## config.mk

```make
export PLATFORM = sky130hd
export DESIGN_NAME = min_max_partition_search
export DESIGN_NICKNAME = d
export VERILOG_FILES = /design/src/hw/rtl/mmps_pkg.sv /design/src/hw/rtl/min_max_partition_search.sv /design/src/hw/rtl/mmps_search.sv
export VERILOG_INCLUDE_DIRS = /design/src /design/src/hw/rtl
export SDC_FILE = /design/constraint.sdc
export NUM_CORES = 2
export LEC_CHECK = 0
export BUFFER_PORTS_ARGS = -buffer_cell sky130_fd_sc_hd__buf_2
export CORE_AREA = 2 2 339 341
export DETAILED_ROUTE_END_ITERATION = 10
export DIE_AREA = 0 0 341 343
export PLACE_DENSITY = 0.65
export SLEW_MARGIN = 25
export SYNTH_ARGS = -nofsm -noshare
export SYNTH_HDL_FRONTEND = slang
export SYNTH_HIERARCHICAL = 1
export SYNTH_SLANG_ARGS = --single-unit
```

## constraint.sdc

```tcl
create_clock -name clk -period 10.8 [get_ports clk]
set_input_delay 0.54 -clock clk [delete_from_list [all_inputs] [get_ports clk]]
set_output_delay 0.54 -clock clk [all_outputs]
set_load 0.01 [all_outputs]
```

## src/hw/rtl/min_max_partition_search_assert.svh

```systemverilog
// ----------------------------------------------------------------------------
// min_max_partition_search assertion macros
// Shared concurrent assertion forms, clocked on clk, disabled in reset.
// ----------------------------------------------------------------------------
`ifndef MIN_MAX_PARTITION_SEARCH_ASSERT_SVH
`define MIN_MAX_PARTITION_SEARCH_ASSERT_SVH

// same-cycle implication
`define MMPS_ASSERT_NOW(lbl, ante, cons) \
	lbl: assert property (@(posedge clk) disable iff (!arst_n) (ante) |-> (cons)) \
		else $error("mmps assertion failed");

// next-cycle implication
`define MMPS_ASSERT_NEXT(lbl, ante, cons) \
	lbl: assert property (@(posedge clk) disable iff (!arst_n) (ante) |=> (cons)) \
		else $error("mmps assertion failed");

`endif

```

## src/hw/rtl/mmps_pkg.sv

```systemverilog
// ----------------------------------------------------------------------------
// mmps_pkg
// Transaction types, register map and constants of the partition search.
// ----------------------------------------------------------------------------
`default_nettype none

package mmps_pkg;

	localparam int ADDR_W = 3;
	localparam int LIMIT_W = 7;
	localparam int RESULT_W = 22;
	localparam logic [0:0] REG_GROUP_LIMIT = 1'b0;
	localparam logic [LIMIT_W-1:0] LIMIT_RESET = 7'd1;
	localparam logic [RESULT_W-1:0] SUM_MAX = 22'h3FFFFF;

	typedef struct packed {
		logic [15:0] weight;
		logic        last_item;
	} item_t;

	typedef struct packed {
		logic [RESULT_W-1:0] min_max_sum;
		logic                overflowed;
	} result_t;

	typedef struct packed {
		logic busy;
		logic done;
		logic overflowed;
	} srch_stat_t;

endpackage

`default_nettype wire

```

## src/hw/rtl/min_max_partition_search.sv

```systemverilog
// A data set is searched with at most P = ceil(log2(total - largest + 2)) probes.
// Throughput: items load one per cycle while the search is idle (busy low); busy
// stays high for the whole search, set by the single add/compare walk over the
// item store, one item a cycle.
// The result strobe (done) lasts one cycle; the receiver cannot stall it.
// Reset (arst_n, async low) empties the data set and sets group_limit to 1.
// ----------------------------------------------------------------------------
// min_max_partition_search
// Smallest largest-group sum over contiguous splits, by binary search with
// greedy probes; APB register for the group limit.
// ----------------------------------------------------------------------------
`default_nettype none

module min_max_partition_search #(
	parameter int MAX_ITEMS   = 64,
	parameter int WEIGHT_BITS = 16
) (
	input  wire logic                         clk,
	input  wire logic                         arst_n,
	input  wire logic                         start,
	output logic                              busy,
	input  wire mmps_pkg::item_t              item,
	output logic                              done,
	output mmps_pkg::result_t                 result,
	input  wire logic                         psel,
	input  wire logic                         penable,
	input  wire logic                         pwrite,
	input  wire logic [mmps_pkg::ADDR_W-1:0]  paddr,
	input  wire logic [31:0]                  pwdata,
	output logic [31:0]                       prdata,
	output logic                              pready
);
	import mmps_pkg::*;

	localparam int SUM_W = WEIGHT_BITS + $clog2(MAX_ITEMS + 1);
	localparam int EXT_W = (SUM_W > RESULT_W) ? SUM_W : RESULT_W;

	logic [LIMIT_W-1:0] limit_q;
	logic               done_q;
	result_t            result_q;
	srch_stat_t         stat;
	logic [SUM_W-1:0]   bound;
	logic [EXT_W-1:0]   bound_ext;
	logic               accept;
	logic               reg_sel;

	assign accept = start && !stat.busy;
	assign reg_sel = (paddr[ADDR_W-1] == REG_GROUP_LIMIT);

	mmps_search #(
		.MAX_ITEMS  (MAX_ITEMS),
		.WEIGHT_BITS(WEIGHT_BITS),
		.SUM_W      (SUM_W)
	) u_search (
		.clk        (clk),
		.arst_n     (arst_n),
		.accept     (accept),
		.item       (item),
		.group_limit(limit_q),
		.stat       (stat),
		.bound      (bound)
	);

	always_ff @(posedge clk or negedge arst_n) begin
		if (!arst_n) begin
			limit_q <= LIMIT_RESET;
		end else if (psel && penable && pwrite && reg_sel) begin
			limit_q <= pwdata[LIMIT_W-1:0];
		end
	end

	assign pready = 1'b1;
	assign prdata = reg_sel ? {{(32-LIMIT_W){1'b0}}, limit_q} : 32'd0;

	// widen the bound for the saturating compare against the result field
	assign bound_ext = EXT_W'(bound);

	always_ff @(posedge clk or negedge arst_n) begin
		if (!arst_n) begin
			done_q <= 1'b0;
		end else begin
			done_q <= stat.done;
		end
	end

	always_ff @(posedge clk) begin
		if (stat.done) begin
			result_q.min_max_sum <= (bound_ext > EXT_W'(SUM_MAX)) ? SUM_MAX
				: bound_ext[RESULT_W-1:0];
			result_q.overflowed <= stat.overflowed;
		end
	end

	assign busy = stat.busy;
	assign done = done_q;
	assign result = result_q;

endmodule

`default_nettype wire

```

## src/hw/rtl/mmps_search.sv

```systemverilog
// ----------------------------------------------------------------------------
// mmps_search
// Item store, load statistics and the binary search sequencer. One shared
// add/compare datapath walks the store, at most once per probe.
// ----------------------------------------------------------------------------
`default_nettype none

module mmps_search #(
	parameter int MAX_ITEMS   = 64,
	parameter int WEIGHT_BITS = 16,
	parameter int SUM_W       = 23
) (
	input  wire logic                        clk,
	input  wire logic                        arst_n,
	input  wire logic                        accept,
	input  wire mmps_pkg::item_t             item,
	input  wire logic [mmps_pkg::LIMIT_W-1:0] group_limit,
	output mmps_pkg::srch_stat_t             stat,
	output logic [SUM_W-1:0]                 bound
);
	import mmps_pkg::*;

	`include "min_max_partition_search_assert.svh"

	localparam int IDX_W = (MAX_ITEMS > 1) ? $clog2(MAX_ITEMS) : 1;
	localparam int CNT_W = $clog2(MAX_ITEMS + 1);

	localparam logic [1:0] ST_IDLE  = 2'd0;
	localparam logic [1:0] ST_CHECK = 2'd1;
	localparam logic [1:0] ST_WALK  = 2'd2;

	logic [WEIGHT_BITS-1:0] mem [MAX_ITEMS];
	logic [WEIGHT_BITS-1:0] rd_data_q;
	logic [IDX_W-1:0]       rd_addr;

	logic [1:0]             state_q;
	logic [CNT_W-1:0]       count_q;
	logic [SUM_W-1:0]       total_q;
	logic [WEIGHT_BITS-1:0] max_q;
	logic                   drop_q;
	logic [SUM_W-1:0]       low_q, high_q, mid_q, best_q, run_q;
	logic [LIMIT_W:0]       groups_q;
	logic [IDX_W-1:0]       idx_q;
	logic                   done_q, ovf_q;

	logic [WEIGHT_BITS-1:0] w_in;
	logic                   room;
	logic [SUM_W-1:0]       total_nxt;
	logic [WEIGHT_BITS-1:0] max_nxt;
	logic [SUM_W-1:0]       sum;
	logic                   over, fail, last_k, walk_end;
	logic [LIMIT_W:0]       grp_inc;

	assign w_in = WEIGHT_BITS'(item.weight);
	assign room = count_q < CNT_W'(MAX_ITEMS);
	assign total_nxt = room ? total_q + SUM_W'(w_in) : total_q;
	assign max_nxt = (room && w_in > max_q) ? w_in : max_q;

	// shared walk datapath
	assign sum = run_q + SUM_W'(rd_data_q);
	assign over = sum > mid_q;
	assign grp_inc = groups_q + 1'b1;
	assign fail = over && (grp_inc > {1'b0, group_limit});
	assign last_k = (CNT_W'(idx_q) + CNT_W'(1)) == count_q;
	assign walk_end = fail || last_k;

	// item 0 is prefetched while the midpoint is formed
	assign rd_addr = (state_q == ST_CHECK) ? '0 : idx_q + 1'b1;

	always_ff @(posedge clk) begin
		if (accept && room) begin
			mem[count_q[IDX_W-1:0]] <= w_in;
		end
		rd_data_q <= mem[rd_addr];
	end

	always_ff @(posedge clk or negedge arst_n) begin
		if (!arst_n) begin
			state_q  <= ST_IDLE;
			count_q  <= '0;
			total_q  <= '0;
			max_q    <= '0;
			drop_q   <= 1'b0;
			low_q    <= '0;
			high_q   <= '0;
			mid_q    <= '0;
			best_q   <= '0;
			run_q    <= '0;
			groups_q <= '0;
			idx_q    <= '0;
			done_q   <= 1'b0;
			ovf_q    <= 1'b0;
		end else begin
			done_q <= 1'b0;
			case (state_q)
				ST_IDLE: begin
					if (accept) begin
						if (room) begin
							count_q <= count_q + 1'b1;
						end else begin
							drop_q <= 1'b1;
						end
						total_q <= total_nxt;
						max_q <= max_nxt;
						if (item.last_item) begin
							low_q   <= SUM_W'(max_nxt);
							high_q  <= total_nxt;
							best_q  <= SUM_W'(max_nxt);
							ovf_q   <= drop_q || !room;
							state_q <= ST_CHECK;
						end
					end
				end
				ST_CHECK: begin
					if (low_q > high_q) begin
						done_q  <= 1'b1;
						count_q <= '0;
						total_q <= '0;
						max_q   <= '0;
						drop_q  <= 1'b0;
						state_q <= ST_IDLE;
					end else begin
						mid_q    <= SUM_W'(({1'b0, low_q} + {1'b0, high_q}) >> 1);
						run_q    <= '0;
						groups_q <= (LIMIT_W+1)'(1);
						idx_q    <= '0;
						state_q  <= ST_WALK;
					end
				end
				ST_WALK: begin
					idx_q <= idx_q + 1'b1;
					if (over) begin
						run_q    <= SUM_W'(rd_data_q);
						groups_q <= grp_inc;
					end else begin
						run_q <= sum;
					end
					if (walk_end) begin
						state_q <= ST_CHECK;
						if (!fail) begin
							best_q <= mid_q;
							if (mid_q == '0) begin
								// zero bound fits: nothing smaller to try
								done_q  <= 1'b1;
								count_q <= '0;
								total_q <= '0;
								max_q   <= '0;
								drop_q  <= 1'b0;
								state_q <= ST_IDLE;
							end else begin
								high_q <= mid_q - 1'b1;
							end
						end else begin
							low_q <= mid_q + 1'b1;
						end
					end
				end
				default: begin
					state_q <= ST_IDLE;
				end
			endcase
		end
	end

	assign stat.busy = (state_q != ST_IDLE);
	assign stat.done = done_q;
	assign stat.overflowed = ovf_q;
	assign bound = best_q;

	`MMPS_ASSERT_NOW(a_done_idle, done_q, state_q == ST_IDLE)
	`MMPS_ASSERT_NEXT(a_last_starts, accept && item.last_item, state_q == ST_CHECK)
	`MMPS_ASSERT_NOW(a_walk_in_range, state_q == ST_WALK, CNT_W'(idx_q) < count_q)
	`MMPS_ASSERT_NOW(a_groups_bound, state_q == ST_WALK, (groups_q <= {1'b0, group_limit}) || (groups_q == (LIMIT_W+1)'(1)))

endmodule

`default_nettype wire
```

==> Flow_metrics.wiki <==
{| class="wikitable"
! Metric !! Value
|-
| Status || complete, no violations
|-
| Mapped cell area || 56200 um2
|-
| Nature of the critical path startpoint || flop
|-
| CTS resizes || 0
|-
| Worst-skew pair later-pin latency || roughly 0.75 ns
|-
| IO Port Bufs || 62
|-
| Number of setup buffers added after CTS || 0
|-
| Clock Sink Count || 1251
|-
| Final Slew Violations || 0
|-
| Inserted Clock Buffers || 134
|-
| Biggest area contributors in the synthesized netlist || sky130_fd_sc_hd__edfxtp_1 (56%), sky130_fd_sc_hd__dfrtp_1 (8.3%), sky130_fd_sc_hd__mux4_2 (5.2%)
|-
| DRC violation total after the first TritonRoute iteration || between 3k and 4k
|-
| Largest buffer count on any clock path || 3
|-
| Syn-to-layout area delta || 11.9%
|-
| Logic depth of the worst register-to-register path || 20
|-
| Biggest area consumer among synthesized cells || sky130_fd_sc_hd__edfxtp_1
|-
| Number of antenna violations at the first check in global routing || 3
|-
| Final weighted congestion of routability-driven global placement || between 0.8 and 0.9
|-
| Via count normalized by instance count || 6.01
|-
| Total of endpoints with negative setup slack in the final report || 0
|-
| Vertical die dimension || 343 um
|-
| Top-level port count || ~120
|-
| GRT Util Overall || 0.246
|-
| Total power per unit cell area || ~250 nW/um2
|-
| Predominant post-synthesis flop cell || sky130_fd_sc_hd__edfxtp_1
|-
| Transition time at the pin with the least slew margin || 1.08 ns
|-
| Starting density of the core || 0.495
|-
| Share of final-layout standard cells stronger than drive strength 1 || 0.148
|-
| Total vias in the final route || ~35k
|-
| Number of nets in the layout || 4358
|-
| Largest net degree at the start of global routing || between 100 and 150
|-
| Capture point of the critical path || u_search/high_q[0]
|-
| Top cell type's share of synthesized area || 0.560
|-
| Crit path required time || approximately 11 ns
|-
| Asr flop ratio synth || 0.150
|-
| Final period util || 0.591
|-
| Average cell area after synthesis || about 14 um2
|-
| Number of optimization iterations in the first detailed-route pass || 7
|-
| Root buffer cell || sky130_fd_sc_hd__clkbuf_16
|-
| Post-synth EDFFs || 1047
|-
| Number of inserted filler cells in the final layout || 9164
|-
| Clock tree from TritonCTS || done
|-
| Max-slew headroom || 0.276
|-
| Standard cell core area || 113000 um2
|-
| Number of routed nets with antenna violations || 0
|-
| Wire length of the first global-routing pass || 215000 um
|-
| Total DRC errors in the routed layout || 0
|-
| Peak ir drop on the vdd network || 0.220 mV
|-
| Register-to-Register Setup Slack || 4.42 ns
|-
| Post-route setup TNS || 0 ns
|-
| Cell row count || ~120
|-
| Biggest fanout along the worst timing path || 16
|-
| Vias in the first global route || 33.8k
|-
| Maximum achievable frequency || about 160 MHz
|-
| Die Footprint || roughly 120000 um2
|-
| Most used cells in the layout excluding fill and tap cells || sky130_fd_sc_hd__edfxtp_1 (1047), sky130_fd_sc_hd__nand2_1 (471), sky130_fd_sc_hd__mux2i_1 (203)
|-
| Setup CP Type || flop to flop
|-
| Horiz. Die Dim || 341 um
|-
| Data arrival time at the worst-slack endpoint || 7.01 ns
|-
| Count of final hold-check violations || 0
|-
| DP Wirelength || between 80000 and 90000 um
|-
| Cell count after synthesis || 4066
|-
| Worst hold slack || between 0.05 and 0.06 ns
|-
| RSZ-0062 raised after global routing || false
|-
| Reg2reg start || u_search/rd_data_q[0]
|-
| Clock-pin slew on the worst setup and hold paths || 0.06 ns
|-
| Number of H-tree levels || 4
|-
| Most common cell after layout, fill and taps aside || sky130_fd_sc_hd__edfxtp_1
|-
| Time the final worst path needs with I/O delays and setup || around 6.4 ns
|-
| Routed length per instance || approximately 25 um
|-
| Total number of yosys warnings || 6
|-
| Sum of overflow across all layers after global routing || 0
|-
| Number of maximum-capacitance violations || 0
|-
| Beginning of the critical path || u_search/rd_data_q[0]
|-
| Leakage power of the design || 22.3 nW
|-
| Tightest Hold Check Type || input pin to flop
|-
| Setup clock skew after layout || a little over 0.04 ns
|-
| Proportion of synthesized chip area in sequential cells || 0.649
|-
| Wirelength, routed || 144000 um
|-
| Reg2Reg Capture Point || u_search/high_q[0]
|-
| Flip-flop and latch count after synthesis || around 1.3k
|-
| Number of distinct library cells after synthesis || 84
|-
| CP endpoint kind || flop
|-
| Hold_buf cts || 1
|}
final cells by class:
| type | instances | area, um2 | share of cell area |
|---|---|---|---|
| timing repair buffer | 199 | 1380 | 0.0220 |
| multi-input combinational | 2431 | 18300 | 0.291 |
| antenna | 1 | 2.50 | 0.0000398 |
| sequential | 1251 | 36500 | 0.580 |
| clock buffer | 174 | 3600 | 0.0572 |
| clock inverter | 69 | 644 | 0.0103 |
| inverter | 147 | 552 | 0.00878 |
| tap | 1512 | 1890 | 0.0301 |
logic make-up after synthesis:
group,synth area share
AOI/OAI and AO/OA,0.0918
xor gates and xnor gates,0.0160
adders and majority gates,0.0307
buffers and inverters,0.0296
DFF,0.649
muxes,0.0947
other,0.000134
and+or+nand+nor,0.0878
where the power goes:
group / total [mW] / switching (mW) / internal (mW)
combinational: 5.26 / 3.23 / 2.03
sequential: 5.99 / 0.362 / 5.63
clock: 4.43 / 1.91 / 2.52
synth_stat cells, types with 69 or more instances:
cell type,instances
sky130_fd_sc_hd__mux4_2,130
sky130_fd_sc_hd__a211oi_1,69
sky130_fd_sc_hd__o21ai_0,101
sky130_fd_sc_hd__ha_1,133
sky130_fd_sc_hd__clkbuf_1,185
sky130_fd_sc_hd__nand2_1,472
sky130_fd_sc_hd__mux2i_1,203
sky130_fd_sc_hd__dfrtp_1,187
sky130_fd_sc_hd__nand3_1,114
sky130_fd_sc_hd__a21oi_1,133
sky130_fd_sc_hd__inv_1,147
sky130_fd_sc_hd__nor2_1,202
sky130_fd_sc_hd__xnor2_1,76
sky130_fd_sc_hd__edfxtp_1,1047
sequential cells by signal, summed over array words and instances (netlist names), 16 cells and up:
name and flops:
u_search/run_q 23, u_search/mem 1024, result 23, u_search/low_q 23, u_search/max_q 16, u_search/high_q 23
u_search/rd_data_q 16, u_search/bound 23, u_search/mid_q 23, u_search/total_q 23
how the worst min path moves through the flow:
stage | startpoint | cells past startpoint | slack [ns] | to
after global routing | pwdata[4] | 2 | 0.02 | limit_q[4]
after global placement | u_search/run_q[8] | 2 | 0.47 | u_search/run_q[8]
final | pwdata[0] | 2 | 0.05 | limit_q[0]
after detailed placement | u_search/run_q[8] | 2 | 0.48 | u_search/run_q[8]
after CTS | pwdata[0] | 2 | 0.008 | limit_q[0]
after floorplan | arst_n | 0 | 0.24 | done
worst max-delay path, stage by stage, from the launching register on:
cell	delay, ns
sky130_fd_sc_hd__dfxtp_1	0.34
sky130_fd_sc_hd__ha_1	0.17
sky130_fd_sc_hd__inv_1	0.06
sky130_fd_sc_hd__fa_1	0.40
sky130_fd_sc_hd__nor2b_1	0.18
sky130_fd_sc_hd__o31a_1	0.22
sky130_fd_sc_hd__o21a_1	0.19
sky130_fd_sc_hd__a311oi_1	0.14
sky130_fd_sc_hd__o41ai_1	0.91
sky130_fd_sc_hd__and3_1	0.36
sky130_fd_sc_hd__nand2_1	0.09
sky130_fd_sc_hd__xnor2_1	0.14
sky130_fd_sc_hd__ha_1	0.29
sky130_fd_sc_hd__a21o_1	0.16
sky130_fd_sc_hd__a21o_1	0.16
sky130_fd_sc_hd__a21oi_1	0.19
sky130_fd_sc_hd__o21ai_0	0.16
sky130_fd_sc_hd__or4_1	0.61
sky130_fd_sc_hd__a21bo_2	0.31
sky130_fd_sc_hd__nand2_1	0.76
sky130_fd_sc_hd__mux2_2	0.42
stage by stage:
step                cells   util  worst slack (ns)  area (um2)  power, mW
finish               5784  0.554              4.42       62800       15.7
global route         5783  0.554              4.09       62800       16.5
CTS                  5783  0.554              4.43       62800       15.7
detailed placement   5539  0.517              4.44       58600       11.3
global placement     5538  0.516              4.62       58600       11.2
floorplan            4090      -              5.60       56300       9.70
routing by layer:
layer	wire length, um	GRT usage	up-vias
met5	0	0	-
met4	5010	0.0930	0
met3	9680	0.0357	230
met2	67900	0.397	1305
met1	60900	0.342	17530
li1	-	-	15697
Power figures use the tool's default switching activity.
